[config.mk]
export PLATFORM = sky130hd
export DESIGN_NAME = tristate_rf_pulse_encoder
export DESIGN_NICKNAME = d
export VERILOG_FILES = /design/src/design/tre_pkg.sv /design/src/design/tre_cfg_regs.sv /design/src/design/tristate_rf_pulse_encoder.sv
export SDC_FILE = /design/constraint.sdc
export NUM_CORES = 1
export LEC_CHECK = 0
export ABC_AREA = 1
export BUFFER_PORTS_ARGS = -buffer_cell sky130_fd_sc_hd__buf_2
export CAP_MARGIN = 10
export CORE_MARGIN = 10
export CORE_UTILIZATION = 56
export CTS_CLUSTER_DIAMETER = 40
export DETAILED_ROUTE_END_ITERATION = 10
export MAX_ROUTING_LAYER = met4
export PLACE_DENSITY = 0.71
export SYNTH_ARGS = -nofsm -noshare
export SYNTH_HDL_FRONTEND = slang
export SYNTH_HIERARCHICAL = 1
export SYNTH_SLANG_ARGS = --single-unit
[constraint.sdc]
create_clock -name clk -period 6.1 [get_ports clk]
set_input_delay 0.61 -clock clk [delete_from_list [all_inputs] [get_ports clk]]
set_output_delay 0.61 -clock clk [all_outputs]
set_load 0.01 [all_outputs]
[src/design/tre_pkg.sv]
`timescale 1ns / 1ps

package tre_pkg;

  // register indexes on the configuration port
  localparam logic [2:0] REG_NARROW_HIGH  = 3'd0;
  localparam logic [2:0] REG_WIDE_HIGH    = 3'd1;
  localparam logic [2:0] REG_ZERO_LOW     = 3'd2;
  localparam logic [2:0] REG_ONE_LOW      = 3'd3;
  localparam logic [2:0] REG_FLOAT_LOW_A  = 3'd4;
  localparam logic [2:0] REG_FLOAT_LOW_B  = 3'd5;
  localparam logic [2:0] REG_SYNC_HIGH    = 3'd6;
  localparam logic [2:0] REG_SYNC_LOW     = 3'd7;

  localparam int REG_ADDR_W = 3;
  localparam int TICK_W     = 16;
  localparam int CODE_W     = 24;
  localparam int CODE_TRITS = CODE_W / 2;

  // reset values of the duration registers
  localparam logic [TICK_W-1:0] RST_NARROW_HIGH = 16'd250;
  localparam logic [TICK_W-1:0] RST_WIDE_HIGH   = 16'd810;
  localparam logic [TICK_W-1:0] RST_ZERO_LOW    = 16'd690;
  localparam logic [TICK_W-1:0] RST_ONE_LOW     = 16'd210;
  localparam logic [TICK_W-1:0] RST_FLOAT_LOW_A = 16'd700;
  localparam logic [TICK_W-1:0] RST_FLOAT_LOW_B = 16'd200;
  localparam logic [TICK_W-1:0] RST_SYNC_HIGH   = 16'd250;
  localparam logic [TICK_W-1:0] RST_SYNC_LOW    = 16'd7000;

  // trit codes, both upper codes mean float
  localparam logic [1:0] TRIT_ZERO = 2'd0;
  localparam logic [1:0] TRIT_ONE  = 2'd1;

  // pulse phases within a trit
  localparam logic [1:0] PH_HIGH_A = 2'd0;
  localparam logic [1:0] PH_LOW_A  = 2'd1;
  localparam logic [1:0] PH_HIGH_B = 2'd2;
  localparam logic [1:0] PH_LOW_B  = 2'd3;

  typedef struct packed {
    logic [TICK_W-1:0] narrow_high;
    logic [TICK_W-1:0] wide_high;
    logic [TICK_W-1:0] zero_low;
    logic [TICK_W-1:0] one_low;
    logic [TICK_W-1:0] float_low_a;
    logic [TICK_W-1:0] float_low_b;
    logic [TICK_W-1:0] sync_high;
    logic [TICK_W-1:0] sync_low;
  } dur_cfg_t;

endpackage

[src/design/tre_cfg_regs.sv]
`timescale 1ns / 1ps

module tre_cfg_regs (
  input  logic                             clk,
  input  logic                             rst,
  input  logic                             cfg_we,
  input  logic [tre_pkg::REG_ADDR_W-1:0]   cfg_addr,
  input  logic [tre_pkg::TICK_W-1:0]       cfg_wdata,
  output tre_pkg::dur_cfg_t                dur
);

  // duration registers, one write per cycle
  always_ff @(posedge clk) begin
    if (rst) begin
      dur.narrow_high <= tre_pkg::RST_NARROW_HIGH;
      dur.wide_high   <= tre_pkg::RST_WIDE_HIGH;
      dur.zero_low    <= tre_pkg::RST_ZERO_LOW;
      dur.one_low     <= tre_pkg::RST_ONE_LOW;
      dur.float_low_a <= tre_pkg::RST_FLOAT_LOW_A;
      dur.float_low_b <= tre_pkg::RST_FLOAT_LOW_B;
      dur.sync_high   <= tre_pkg::RST_SYNC_HIGH;
      dur.sync_low    <= tre_pkg::RST_SYNC_LOW;
    end else if (cfg_we) begin
      unique case (cfg_addr)
        tre_pkg::REG_NARROW_HIGH: dur.narrow_high <= cfg_wdata;
        tre_pkg::REG_WIDE_HIGH:   dur.wide_high   <= cfg_wdata;
        tre_pkg::REG_ZERO_LOW:    dur.zero_low    <= cfg_wdata;
        tre_pkg::REG_ONE_LOW:     dur.one_low     <= cfg_wdata;
        tre_pkg::REG_FLOAT_LOW_A: dur.float_low_a <= cfg_wdata;
        tre_pkg::REG_FLOAT_LOW_B: dur.float_low_b <= cfg_wdata;
        tre_pkg::REG_SYNC_HIGH:   dur.sync_high   <= cfg_wdata;
        tre_pkg::REG_SYNC_LOW:    dur.sync_low    <= cfg_wdata;
        default: ;
      endcase
    end
  end

endmodule

[src/design/tristate_rf_pulse_encoder.sv]
`timescale 1ns / 1ps
// channel   | signals                         | contents
// ----------+---------------------------------+-------------------------------------------
// s_axis    | s_tvalid s_tready s_tdata s_tuser | tuser: cmd; tdata: code_word
// m_axis    | m_tvalid m_tready m_tdata m_tlast | tdata: pin_level, busy_res, start_rejected
//           |                                 | tlast: frame_done
// cfg       | cfg_we cfg_addr cfg_wdata       | duration registers, write only
//
// one request per clock unless the output stalls; results pass through the input and
// result registers. duration count, segment lookup and trit select are combinational.
// rst is synchronous, clears the frame state and loads the default durations.
// a stalled result holds in the output register; the input register takes one
// more request and then holds it, so the input stalls as long as the output does.

module tristate_rf_pulse_encoder #(
  parameter int SYMBOL_COUNT = 12
) (
  input  logic                           clk,
  input  logic                           rst,
  input  logic                           s_tvalid,
  output logic                           s_tready,
  input  logic [23:0]                    s_tdata,  // [23:0] code_word
  input  logic                           s_tuser,  // [0] cmd
  output logic                           m_tvalid,
  input  logic                           m_tready,
  output logic [7:0]                     m_tdata,  // [0] pin_level [1] busy_res
                                                   // [2] start_rejected [7:3] zero
  output logic                           m_tlast,  // frame_done
  input  logic                           cfg_we,
  input  logic [tre_pkg::REG_ADDR_W-1:0] cfg_addr,
  input  logic [tre_pkg::TICK_W-1:0]     cfg_wdata
);

  localparam int IDX_W = $clog2(SYMBOL_COUNT + 1);
  localparam logic [IDX_W-1:0] SYNC_IDX = IDX_W'(SYMBOL_COUNT);

  tre_pkg::dur_cfg_t dur;

  tre_cfg_regs u_cfg (
    .clk       (clk),
    .rst       (rst),
    .cfg_we    (cfg_we),
    .cfg_addr  (cfg_addr),
    .cfg_wdata (cfg_wdata),
    .dur       (dur)
  );

  // duration of one segment, zero counts as one tick
  function automatic logic [tre_pkg::TICK_W-1:0] seg_ticks(
    input tre_pkg::dur_cfg_t d,
    input logic [1:0]        trit,
    input logic [1:0]        phase,
    input logic              is_sync
  );
    logic [tre_pkg::TICK_W-1:0] t;
    if (is_sync) begin
      t = (phase == tre_pkg::PH_HIGH_A) ? d.sync_high : d.sync_low;
    end else if (trit == tre_pkg::TRIT_ZERO) begin
      t = phase[0] ? d.zero_low : d.narrow_high;
    end else if (trit == tre_pkg::TRIT_ONE) begin
      t = phase[0] ? d.one_low : d.wide_high;
    end else begin
      case (phase)
        tre_pkg::PH_HIGH_A: t = d.narrow_high;
        tre_pkg::PH_LOW_A:  t = d.float_low_a;
        tre_pkg::PH_HIGH_B: t = d.wide_high;
        default:            t = d.float_low_b;
      endcase
    end
    if (t == '0) t = tre_pkg::TICK_W'(1);
    return t;
  endfunction

  // trit select, trits past the code word read as zero
  function automatic logic [1:0] trit_at(
    input logic [tre_pkg::CODE_W-1:0] code,
    input logic [IDX_W-1:0]           idx
  );
    logic [1:0] r;
    r = tre_pkg::TRIT_ZERO;
    for (int k = 0; k < tre_pkg::CODE_TRITS; k++) begin
      if (int'(idx) == k) r = code[2*k +: 2];
    end
    return r;
  endfunction

  // input register
  logic                        in_valid;
  logic                        in_cmd;
  logic [tre_pkg::CODE_W-1:0]  in_code;
  logic                        advance;

  assign advance  = in_valid && (!m_tvalid || m_tready);
  assign s_tready = !in_valid || advance;

  always_ff @(posedge clk) begin
    if (rst) begin
      in_valid <= 1'b0;
    end else if (s_tready) begin
      in_valid <= s_tvalid;
    end
  end

  always_ff @(posedge clk) begin
    if (s_tready && s_tvalid) begin
      in_cmd  <= s_tuser;
      in_code <= s_tdata;
    end
  end

  // frame state
  logic                        sending, sending_next;
  logic [IDX_W-1:0]            symbol_index, symbol_index_next;
  logic [1:0]                  pulse_phase, pulse_phase_next;
  logic [tre_pkg::TICK_W-1:0]  ticks_left, ticks_left_next;
  logic [tre_pkg::CODE_W-1:0]  latched_code, latched_code_next;
  logic                        pin, done, rej;

  logic                        in_sync;
  logic [IDX_W-1:0]            adv_idx;
  logic [1:0]                  adv_phase;
  logic                        adv_sync;
  logic [tre_pkg::TICK_W-1:0]  adv_ticks;
  logic [tre_pkg::TICK_W-1:0]  start_ticks;

  // next segment position once the current one runs out
  always_comb begin
    in_sync = (symbol_index >= SYNC_IDX);
    if (in_sync) begin
      adv_idx   = symbol_index;
      adv_phase = tre_pkg::PH_LOW_A;
    end else if (pulse_phase == tre_pkg::PH_LOW_B) begin
      adv_idx   = symbol_index + IDX_W'(1);
      adv_phase = tre_pkg::PH_HIGH_A;
    end else begin
      adv_idx   = symbol_index;
      adv_phase = pulse_phase + 2'd1;
    end
    adv_sync    = (adv_idx >= SYNC_IDX);
    adv_ticks   = seg_ticks(dur, trit_at(latched_code, adv_idx), adv_phase, adv_sync);
    start_ticks = seg_ticks(dur, in_code[1:0], tre_pkg::PH_HIGH_A, 1'b0);
  end

  // per-request update
  always_comb begin
    sending_next      = sending;
    symbol_index_next = symbol_index;
    pulse_phase_next  = pulse_phase;
    ticks_left_next   = ticks_left;
    latched_code_next = latched_code;
    pin  = 1'b0;
    done = 1'b0;
    rej  = 1'b0;
    if (in_cmd) begin
      if (sending) begin
        rej = 1'b1;
        pin = !pulse_phase[0];
      end else begin
        latched_code_next = in_code;
        sending_next      = 1'b1;
        symbol_index_next = '0;
        pulse_phase_next  = tre_pkg::PH_HIGH_A;
        ticks_left_next   = start_ticks;
      end
    end else if (sending) begin
      pin = !pulse_phase[0];
      if (ticks_left > tre_pkg::TICK_W'(1)) begin
        ticks_left_next = ticks_left - tre_pkg::TICK_W'(1);
      end else if (in_sync && pulse_phase != tre_pkg::PH_HIGH_A) begin
        done              = 1'b1;
        sending_next      = 1'b0;
        symbol_index_next = '0;
        pulse_phase_next  = tre_pkg::PH_HIGH_A;
        ticks_left_next   = '0;
      end else begin
        symbol_index_next = adv_idx;
        pulse_phase_next  = adv_phase;
        ticks_left_next   = adv_ticks;
      end
    end
  end

  always_ff @(posedge clk) begin
    if (rst) begin
      sending      <= 1'b0;
      symbol_index <= '0;
      pulse_phase  <= tre_pkg::PH_HIGH_A;
      ticks_left   <= '0;
    end else if (advance) begin
      sending      <= sending_next;
      symbol_index <= symbol_index_next;
      pulse_phase  <= pulse_phase_next;
      ticks_left   <= ticks_left_next;
    end
  end

  always_ff @(posedge clk) begin
    if (advance) latched_code <= latched_code_next;
  end

  // result register
  always_ff @(posedge clk) begin
    if (rst) begin
      m_tvalid <= 1'b0;
    end else if (!m_tvalid || m_tready) begin
      m_tvalid <= in_valid;
    end
  end

  always_ff @(posedge clk) begin
    if (advance) begin
      m_tdata <= {5'b0, rej, sending_next, pin};
      m_tlast <= done;
    end
  end

endmodule

==> flow_metrics.env, run 1 <==
export IMPL_async_reset_ff_share_pct=0
export IMPL_die_x_um=157.1
export IMPL_power_frac_comb_pct=14.6
export IMPL_critical_path_startpoint_type="flip-flop"
export IMPL_syn_to_final_growth_pct=13.93
export IMPL_end_kind="flip-flop"
export IMPL_diodes=0
export IMPL_portBuffers=54
export IMPL_grt_pass1_wl_mm=54.90
export IMPL_die_h_um=157.1
export IMPL_worstPathArrival_ns=5.09
export IMPL_synth_top_area_cell="dfxtp_1"
export IMPL_fin_nets=1605
export IMPL_grtUsageTotal_pct=29.32
export IMPL_crit_fanout=14
export IMPL_wire_per_inst_um=19.62
export IMPL_cts_resized=0
export IMPL_rows=50
export IMPL_postLayoutSetupSlackWorst_ns=1.435
export IMPL_drt_antenna_violating_nets=0
export IMPL_vias=10310
export IMPL_reg2reg_from="pulse_phase[0]"
export IMPL_top_layer_used="met4"
export IMPL_clockBufferDepth=3
export IMPL_routed_wl_mm=35.47
export IMPL_peakVddDrop_uv=246.0
export IMPL_clkTransAtPathRegs_ns=0.05
export IMPL_multiInputGateArea_mm2=0.005067
export IMPL_synth_edf_count=53
export IMPL_grt_pass1_vias=9715
export IMPL_hold_viol=0
export IMPL_min_period_over_period_pct=76.48
export IMPL_coreArea_mm2=0.01858
export IMPL_p_per_area_mw_per_mm2=333.0
export IMPL_die_area_mm2=0.02468
export IMPL_synthFlopType="dfxtp_1"
export IMPL_wl_met1_mm=14.37
export IMPL_yosys_warnings=6
export IMPL_cts_max_level=2
export IMPL_fill_cells=1738
export IMPL_post_route_util_pct=64.55
export IMPL_post_cts_setup_buffers=0
export IMPL_clock_sinks=206
export IMPL_status="finished clean"
export IMPL_clock_latency_ns=0.52
export IMPL_cts_hold_buf=0
export IMPL_reg2reg_to="ticks_left[0]"
export IMPL_worstPathRequired_ns=6.52
export IMPL_fin_crit_ns=4.665
export IMPL_ys_ff_latch=206
export IMPL_relSlewSlack_pct=21.71
export IMPL_ios=60
export IMPL_max_cap_viol_count=0
export IMPL_timing_setup_tns_ns=0
export IMPL_crit_type="reg2reg"
export IMPL_final_seq_area_mm2=0.004654
export IMPL_clkPwrFrac_pct=47.8
export IMPL_seqPwrFrac_pct=37.7
export IMPL_whs_path_depth=1
export IMPL_yosys_top_cells_count="nand2_1 (437), nor2_1 (259), nand3_1 (164)"
export IMPL_switching_share_pct=29.73
export IMPL_fmax_mhz=214.4
export IMPL_synth_area_top_cells="dfxtp_1 (29%), nand2_1 (16%), edfxtp_1 (15%)"
export IMPL_drc_errors=0
export IMPL_ys_seq_area_share_pct=44.21
export IMPL_rsz0062_at_grt="no"
export IMPL_dp_worst_setup_slack_ns=1.602
export IMPL_r2r_cells=22
export IMPL_setup_viol=0
export IMPL_netlist_area_mm2=0.01053
export IMPL_p_int_mw=2.806
export IMPL_dp_hpwl_mm=24.32
export IMPL_hold_end="in_code[19]"
export IMPL_synth_most_common_cell="nand2_1"
export IMPL_tightest_slew_ns=1.170
export IMPL_dp_cells=1745
export IMPL_reg2reg_slack_ns=1.43
export IMPL_hp_start="s_tdata[19]"
export IMPL_drt_initial_drc_count=1091
export IMPL_grt_overflow_total=0
export IMPL_synth_top_area_share_pct=29.09
export IMPL_final_cells=1808
export IMPL_clock_skew_ns=0.02417
export IMPL_cts_tree="yes"
export IMPL_power_leakage_nw=5.444
export IMPL_drv_slew=0
export IMPL_met3_length_mm=3.194
export IMPL_first_pass_iters=5
export IMPL_antenna_found_initial=0
export IMPL_cts_buffers_inserted=34
export IMPL_routed_via_density=5.705
export IMPL_grt_max_degree=76
export IMPL_p_sw_mw=1.187
export IMPL_syn_avg_cell_area_um2=6.953
export IMPL_place_congestion=1.018
export IMPL_root_buffer="clkbuf_16"
export IMPL_initial_utilization_pct=56.66
export IMPL_syn_inst=1514
export IMPL_wl_met2_mm=16.45
export IMPL_yosysUniqueCellTypes=43
export IMPL_drive_gt1_share_pct=10.80
export IMPL_min_delay_path_class="in2reg"
## per-stage QoR
stage | power (mW) | instance area (µm²) | hold WS, ns
floorplan | 1.913 | 10540 | 0.4003
global placement | 2.096 | 10830 | 0.4005
detailed placement | 2.095 | 10830 | 0.4045
CTS | 3.991 | 11980 | 0.2572
global route | 4.136 | 11990 | 0.2600
finish | 3.994 | 11990 | 0.2673
## critical path, stage by stage, from the launching register on
cell      delay, ns
dfxtp_1        0.38
inv_1          0.10
ha_1           0.47
inv_1          0.32
nor2_1         0.98
inv_1          0.19
nor2_1         0.35
inv_1          0.36
o221ai_1       0.29
nand2_1        0.08
nand2_1        0.08
nand2_1        0.05
nand2_1        0.10
nand2_1        0.09
nor2_1         0.09
nand2_1        0.06
nor2_1         0.12
nand2_1        0.09
nand2_1        0.08
nand2_1        0.05
nand2_1        0.06
nand2_1        0.05
a21oi_1        0.12
## power groups by stage
| stage | sequential [mW] | clock (mW) | combinational, mW |
|---|---|---|---|
| after floorplan | 1.51 | 0 | 0.401 |
| after global placement | 1.53 | 0 | 0.566 |
| after detailed placement | 1.53 | 0 | 0.565 |
| after CTS | 1.50 | 1.92 | 0.568 |
| after global routing | 1.51 | 1.99 | 0.638 |
| final | 1.50 | 1.91 | 0.582 |
## flip-flops by register name, summed over array words and instances (netlist names)
signal        count
latched_code     24
ticks_left       16
in_code          24
m_tlast           1
in_cmd            1
symbol_index      4
m_tdata           3
u_cfg/dur       128
pulse_phase       2
m_tvalid          1
in_valid          1
sending           1
## worst max path at each step
stage | startpoint | to | slack [ns]
after CTS | pulse_phase[0] | ticks_left[0] | 1.53
after floorplan | pulse_phase[0] | ticks_left[0] | 3.42
after global routing | pulse_phase[0] | ticks_left[0] | 1.03
after global placement | pulse_phase[0] | ticks_left[0] | 1.63
final | pulse_phase[0] | ticks_left[0] | 1.43
after detailed placement | pulse_phase[0] | ticks_left[0] | 1.60
## cell families (layout without fill, tap and decap cells)
family	after synthesis	count (layout)	synth area share, %
xor gates and xnor gates	10	10	0.8320
adders and majority gates	8	8	0.9508
muxes	1	1	0.09508
DFF	206	206	44.21
AOI/OAI and AO/OA	170	170	8.973
buffers and inverters	194	250	7.892
other	1	5	0.03562
and+or+nand+nor	924	924	37.01
## routing by layer
layer,global-route usage [%],vias to the layer above
met5,-,-
li1,-,4961
met2,46.51,492
met4,12.07,0
met3,5.186,108
met1,36.47,4753
## cell usage in the layout, fill, tap and decap left out, types with 5 or more instances in the layout
| cell type | Yosys | routed |
|---|---|---|
| a21oi_1 | 42 | 42 |
| or2_2 | 5 | 5 |
| nor3_1 | 9 | 9 |
| a31oi_1 | 5 | 5 |
| nor2_1 | 259 | 257 |
| nand3b_1 | 6 | 6 |
| nand4_1 | 8 | 8 |
| ha_1 | 8 | 8 |
| clkbuf_16 | 0 | 34 |
| o21ai_0 | 84 | 84 |
| dfxtp_1 | 153 | 153 |
| clkinv_4 | 0 | 6 |
| inv_6 | 0 | 6 |
| conb_1 | 1 | 5 |
| buf_4 | 14 | 12 |
| o22ai_1 | 13 | 13 |
| xor2_1 | 8 | 8 |
| nor4_1 | 5 | 5 |
| nand2_1 | 437 | 437 |
| nand2_2 | 10 | 10 |
| inv_1 | 118 | 117 |
| nand3_1 | 164 | 164 |
| nor2_4 | 10 | 11 |
| a211oi_1 | 7 | 7 |
| buf_2 | 22 | 54 |
| nor2_2 | 7 | 8 |
| edfxtp_1 | 53 | 53 |
## final cells by class
type / count / share of cell area, %
clock buffer: 38 / 7.469
clock inverter: 24 / 2.107
inverter: 121 / 3.797
multi-input combinational: 1118 / 42.25
sequential: 206 / 38.81
tap: 234 / 2.441
timing repair buffer: 67 / 3.130
Note: power is estimated with default switching activity, not from simulation.
==> run 2: changes to the inputs <==
==> constraint.sdc (replaced) <==
create_clock -name clk -period 4.6 [get_ports clk]
set_input_delay 0.46 -clock clk [delete_from_list [all_inputs] [get_ports clk]]
set_output_delay 0.46 -clock clk [all_outputs]
set_load 0.01 [all_outputs]
==> run 2 against run 1 <==
Net effect:
- die area stayed put
- routed wire length is 4.2% lower
- flip-flop and latch count unchanged
- register-to-register slack lost 0.63 ns
- sequential share of layout area decreased by 0.25 points
- critical endpoint unchanged
==> flow_metrics.env, run 2 (synthesized netlist as in run 1, its figures left out) <==
export IMPL_status="finished clean"
export IMPL_place_congestion=0.9661
export IMPL_power_leakage_nw=5.459
export IMPL_grtUsageTotal_pct=28.22
export IMPL_p_per_area_mw_per_mm2=449.0
export IMPL_largest_register="u_cfg/dur"
export IMPL_clockBufferDepth=3
export IMPL_clock_latency_ns=0.52
export IMPL_largest_reg_flops=128
export IMPL_fmax_mhz=263.3
export IMPL_post_cts_setup_buffers=0
export IMPL_clock_sinks=206
export IMPL_cts_hold_buf=0
export IMPL_postPlaceCellArea_mm2=0.01084
export IMPL_ios=60
export IMPL_end_kind="flip-flop"
export IMPL_crit_top_cell="nand2_1"
export IMPL_fin_crit_ns=3.797
export IMPL_postLayoutSetupSlackWorst_ns=0.8026
export IMPL_grt_pass1_wl_mm=53.21
export IMPL_final_area_mm2=0.01207
export IMPL_crit_type="reg2reg"
export IMPL_syn_to_final_growth_pct=14.65
export IMPL_wire_per_inst_um=18.76
export IMPL_clock_skew_ns=0.01655
export IMPL_total_power_mw=5.420
export IMPL_routed_wl_mm=33.98
export IMPL_critPathTopFamily="simple AND/OR/NAND/NOR gates"
export IMPL_dp_worst_setup_slack_ns=0.9667
export IMPL_tightest_slew_ns=1.160
export IMPL_drt_initial_drc_count=981
export IMPL_final_cells=1811
export IMPL_r2r_cells=20
export IMPL_first_pass_iters=5
export IMPL_die_h_um=157.1
export IMPL_crit_fanout=14
export IMPL_drv_slew=0
export IMPL_cts_max_level=2
export IMPL_fin_hold_ws_ns=0.1196
export IMPL_coreArea_mm2=0.01858
export IMPL_drive_gt1_share_pct=10.60
export IMPL_worstPathRequired_ns=5.04
export IMPL_root_buffer="clkbuf_16"
export IMPL_antenna_found_initial=1
export IMPL_whs_path_depth=1
export IMPL_timing_setup_tns_ns=0
export IMPL_die_x_um=157.1
export IMPL_min_period_over_period_pct=82.55
export IMPL_reg_largest_list="u_cfg/dur x128, in_code x24, latched_code x24"
export IMPL_grt_overflow_total=0
export IMPL_cts_resized=0
export IMPL_critical_path_startpoint_type="flip-flop"
export IMPL_rsz0062_at_grt="no"
export IMPL_drt_antenna_violating_nets=0
export IMPL_die_area_mm2=0.02468
export IMPL_portBuffers=54
export IMPL_cpPeakStageDelay_ns=0.46
export IMPL_initial_utilization_pct=56.66
export IMPL_post_route_util_pct=64.96
export IMPL_drc_errors=0
export IMPL_slowest_stage="ha_1"
export IMPL_crit_cells=20
export IMPL_relSlewSlack_pct=22.09
export IMPL_peakVddDrop_uv=277.9
export IMPL_grt_max_degree=67
export IMPL_clkTransAtPathRegs_ns=0.05
export IMPL_cts_tree="yes"
export IMPL_rows=50
export IMPL_setup_viol=0
export IMPL_grt_pass1_vias=9522
export IMPL_final_common_cell="nand2_1"
export IMPL_fin_nets=1606
export IMPL_vias=10180
export IMPL_max_cap_viol_count=0
export IMPL_fill_cells=1715
export IMPL_dp_cells=1745
export IMPL_cts_buffers_inserted=35
export IMPL_worstPathArrival_ns=4.24
export IMPL_crit_chain="inv_1 > ha_1 > inv_1 > nor2_1 > inv_1 > nor2_1 > inv_1 > o22ai_1 > a21oi_1 > nand3_1 > nand2_1 > nor2_1 > nand3_1 > nor2_1 > nand2_1 > nand2_1 > nand2_1 > nand2_1 > nand2_1 > a21oi_1"
export IMPL_min_delay_path_class="in2reg"
export IMPL_final_cell_mix="nand2_1 (437), nor2_1 (257), nand3_1 (164)"
export IMPL_cp_num_buf_inv=4
export IMPL_hold_viol=0
export IMPL_routed_via_density=5.622
export IMPL_dp_hpwl_mm=23.37
## run 2: changes by cell type in the layout (fill, tap and decap cells not counted), sizes merged
cell / delta
diode: +1
bufinv: +3
clkinvlp: +3
inv: -6
clkbuf: +2
## run 2: layer usage
layer / GRT usage [%] / share of wire (%) / wire length, µm
met3: 4.803 / 8.5 / 2890
met1: 36.77 / 43 / 14610
met5: - / 0 / 0
met4: 9.929 / 2.7 / 913
met2: 43.65 / 46 / 15560
## run 2: path summary, 6_finish.rpt
kind | start | endpoint | slack, ns
max | pulse_phase[0] | ticks_left[0] | 0.80
min | s_tdata[22] | in_code[22] | 0.12
max reg2reg | pulse_phase[0] | ticks_left[0] | 0.80
min reg2reg | in_code[23] | latched_code[23] | 0.41
## run 2: worst register-to-register path, cell delays in order (launching register included)
cell and delay (ns):
dfxtp_1 0.36, inv_1 0.09, ha_1 0.46, inv_1 0.32, nor2_1 0.23, inv_1 0.10, nor2_1 0.34, inv_1 0.36
o22ai_1 0.37, a21oi_1 0.14, nand3_1 0.10, nand2_1 0.09, nor2_1 0.18, nand3_1 0.08, nor2_1 0.09, nand2_1 0.07
nand2_1 0.06, nand2_1 0.05, nand2_1 0.06, nand2_1 0.05, a21oi_1 0.11
## run 2: power by group
| part | total (mW) | leakage (nW) | internal, mW | switching [mW] |
|---|---|---|---|---|
| logic | 0.767 | 3.14 | 0.225 | 0.541 |
| clock network | 2.67 | 0.571 | 1.71 | 0.958 |
| registers | 1.99 | 1.75 | 1.94 | 0.0461 |
| total | 5.42 | 5.46 | 3.87 | 1.55 |
## run 2: area by class of cell
type                       instances  area [µm²]  area share, %
tap                              234       292.8          2.426
timing repair buffer              67       387.9          3.213
sequential                       206        4654          38.56
antenna                            1       2.502        0.02073
clock buffer                      40       894.6          7.412
clock inverter                    24       315.3          2.612
multi-input combinational       1118        5067          41.98
inverter                         121       455.4          3.773
==> run 3: changes to the inputs <==
==> constraint.sdc (replaced) <==
create_clock -name clk -period 3.6 [get_ports clk]
set_input_delay 0.36 -clock clk [delete_from_list [all_inputs] [get_ports clk]]
set_output_delay 0.36 -clock clk [all_outputs]
set_load 0.01 [all_outputs]
==> run 3 against run 2 <==
Net effect:
- critical path depth rose by 4
- sequential power rose by 28%
- combinational power rose by 37%
- cell area rose by 3.0%
- worst hold slack got worse by 0.080 ns
- sequential share of layout area fell by 1.1 points
- register-to-register slack got worse by 0.41 ns
- first-iteration DRC count rose by 26%
- critical endpoint unchanged
- largest power group unchanged
- highest routed layer unchanged
==> flow_metrics.env, run 3 (synthesized netlist as in run 1, its figures left out) <==
export IMPL_status="finished clean"
export IMPL_final_cells=1835
export IMPL_clock_skew_ns=0.02903
export IMPL_cts_tree="yes"
export IMPL_hp_start="s_tdata[20]"
export IMPL_worstPathRequired_ns=4.01
export IMPL_timing_setup_tns_ns=0
export IMPL_drc_errors=0
export IMPL_crit_fanout=9
export IMPL_grtUsageTotal_pct=28.49
export IMPL_grt_max_degree=92
export IMPL_vias=10270
export IMPL_hold_end="in_code[20]"
export IMPL_critical_path_startpoint_type="flip-flop"
export IMPL_crit_type="reg2reg"
export IMPL_hold_viol=0
export IMPL_dp_hpwl_mm=24.03
export IMPL_p_sw_mw=1.939
export IMPL_multiInputGateArea_mm2=0.005131
export IMPL_final_cell_mix="nand2_1 (437), nor2_1 (253), nand3_1 (164)"
export IMPL_reg2reg_to="ticks_left[0]"
export IMPL_fill_cells=1667
export IMPL_grt_pass1_wl_mm=53.85
export IMPL_syn_to_final_growth_pct=18.10
export IMPL_routed_wl_mm=34.40
export IMPL_fin_nets=1632
export IMPL_root_buffer="clkbuf_16"
export IMPL_clockBufferDepth=3
export IMPL_die_area_mm2=0.02468
export IMPL_fmax_mhz=311.7
export IMPL_r2r_cells=24
export IMPL_p_int_mw=5.307
export IMPL_slowest_stage="dfxtp_1"
export IMPL_place_congestion=1.016
export IMPL_setup_viol=0
export IMPL_critPathTopFamily="simple AND/OR/NAND/NOR gates"
export IMPL_routed_via_density=5.599
export IMPL_grt_pass1_vias=9603
export IMPL_reg_largest_list="u_cfg/dur x128, in_code x24, latched_code x24"
export IMPL_largest_register="u_cfg/dur"
export IMPL_cts_max_level=2
export IMPL_worstPathArrival_ns=3.62
export IMPL_end_kind="flip-flop"
export IMPL_min_delay_path_class="in2reg"
export IMPL_switching_share_pct=26.76
export IMPL_postLayoutSetupSlackWorst_ns=0.3914
export IMPL_wire_per_inst_um=18.75
export IMPL_clkPwrFrac_pct=50.5
export IMPL_crit_top_cell="nand2_1"
export IMPL_reg2reg_slack_ns=0.39
export IMPL_first_pass_iters=5
export IMPL_dp_worst_setup_slack_ns=0.3231
export IMPL_portBuffers=54
export IMPL_cp_num_buf_inv=2
export IMPL_cts_buffers_inserted=35
export IMPL_rows=50
export IMPL_power_frac_comb_pct=14.5
export IMPL_cpPeakStageDelay_ns=0.40
export IMPL_antenna_found_initial=0
export IMPL_fin_crit_ns=3.209
export IMPL_cts_hold_buf=0
export IMPL_drt_antenna_violating_nets=0
export IMPL_power_leakage_nw=5.641
export IMPL_reg2reg_from="pulse_phase[0]"
export IMPL_coreArea_mm2=0.01858
export IMPL_final_common_cell="nand2_1"
export IMPL_whs_path_depth=1
export IMPL_initial_utilization_pct=56.66
export IMPL_final_seq_area_mm2=0.004654
export IMPL_p_per_area_mw_per_mm2=582.8
export IMPL_clkTransAtPathRegs_ns=0.06
export IMPL_seqPwrFrac_pct=35.0
export IMPL_tightest_slew_ns=0.9960
export IMPL_drive_gt1_share_pct=12.43
export IMPL_clock_sinks=206
export IMPL_min_period_over_period_pct=89.13
export IMPL_grt_overflow_total=0
export IMPL_ios=60
export IMPL_max_cap_viol_count=0
export IMPL_crit_chain="ha_4 > nand2_1 > o21ai_4 > inv_2 > nand2_2 > nor2_2 > a31oi_1 > nand4_1 > nand2_1 > nand4_1 > nor2_4 > buf_4 > nand3b_1 > nand3_1 > nand2_1 > a21oi_1 > nand2_1 > nor2_1 > nand2_1 > nand2_1 > nand2_1 > nand2_1 > nand2_1 > a21oi_1"
export IMPL_die_x_um=157.1
export IMPL_drt_initial_drc_count=1235
export IMPL_drv_slew=0
export IMPL_relSlewSlack_pct=33.60
export IMPL_largest_reg_flops=128
export IMPL_diodes=0
export IMPL_peakVddDrop_uv=452.9
export IMPL_clock_latency_ns=0.51
export IMPL_rsz0062_at_grt="no"
export IMPL_dp_cells=1766
export IMPL_die_h_um=157.1
## run 3: cell count changes in the layout (fill, tap and decap cells not counted), moves of 2 or more
| cell | before | now |
|---|---|---|
| nor2_1 | 257 | 253 |
| clkbuf_16 | 35 | 37 |
| clkbuf_8 | 0 | 2 |
| bufinv_16 | 5 | 8 |
| buf_12 | 1 | 3 |
| clkinv_8 | 2 | 0 |
| buf_4 | 11 | 34 |
| nor2_4 | 11 | 15 |
## run 3: per-layer routing
layer / routed length [µm] / track usage [%]
met5: 0 / -
met4: 1187 / 10.15
met3: 3175 / 4.230
met2: 15440 / 43.57
met1: 14600 / 37.90
## run 3: layout make-up
| type | count | share of cell area (%) |
|---|---|---|
| inverter | 121 | 3.663 |
| clock buffer | 43 | 7.789 |
| clock inverter | 20 | 2.657 |
| sequential | 206 | 37.44 |
| multi-input combinational | 1119 | 41.27 |
| tap | 234 | 2.355 |
| timing repair buffer | 92 | 4.830 |
## run 3: what timing repair did
| item | in CTS | in global routing |
|---|---|---|
| gates resized for setup | 0 | 12 |
| endpoints found under the hold margin | 0 | 0 |
| setup buffers | 0 | 4 |
| endpoints found under the setup margin | 0 | 2 |
## run 3: worst max path at each step
| stage | startpoint | endpoint | slack, ns | cells after the start |
|---|---|---|---|---|
| 2_1_floorplan | pulse_phase[0] | ticks_left[0] | 0.92 | 21 |
| 3_3_place_gp | pulse_phase[0] | ticks_left[0] | 0.39 | 25 |
| 3_5_place_dp | pulse_phase[0] | ticks_left[0] | 0.32 | 24 |
| 4_1_cts | pulse_phase[0] | ticks_left[0] | 0.28 | 25 |
| 5_1_grt | pulse_phase[0] | ticks_left[0] | 0.03 | 24 |
| 6_report | pulse_phase[0] | ticks_left[0] | 0.39 | 24 |
## run 3: worst reg2reg max path: cells and delay by family (launching register included)
kind                     cells  cell delay (ns)
buffers and inverters        2             0.26
flip-flops                   1             0.40
AND/OR/NAND/NOR             17             1.64
adder cells (fa/ha/maj)      1             0.20
AO/OA/AOI/OAI                4             0.62
## run 3: power groups by stage
stage | combinational, mW | clock (mW) | sequential [mW]
finish | 1.05 | 3.66 | 2.54
global route | 1.15 | 3.79 | 2.54
CTS | 0.992 | 3.68 | 2.53
detailed placement | 0.986 | 0 | 2.58
global placement | 0.984 | 0 | 2.58
floorplan | 0.679 | 0 | 2.56
## run 3: metrics by stage
stage | hold WS (ns) | power (mW) | cell area (µm²) | util, %
after floorplan | 0.4003 | 3.242 | 10540 | -
after global placement | 0.4009 | 3.562 | 11000 | 59.21
after detailed placement | 0.4045 | 3.566 | 11000 | 59.21
after CTS | 0.02606 | 7.209 | 12300 | 66.20
after global routing | 0.02991 | 7.490 | 12430 | 66.92
final | 0.03955 | 7.246 | 12430 | 66.92
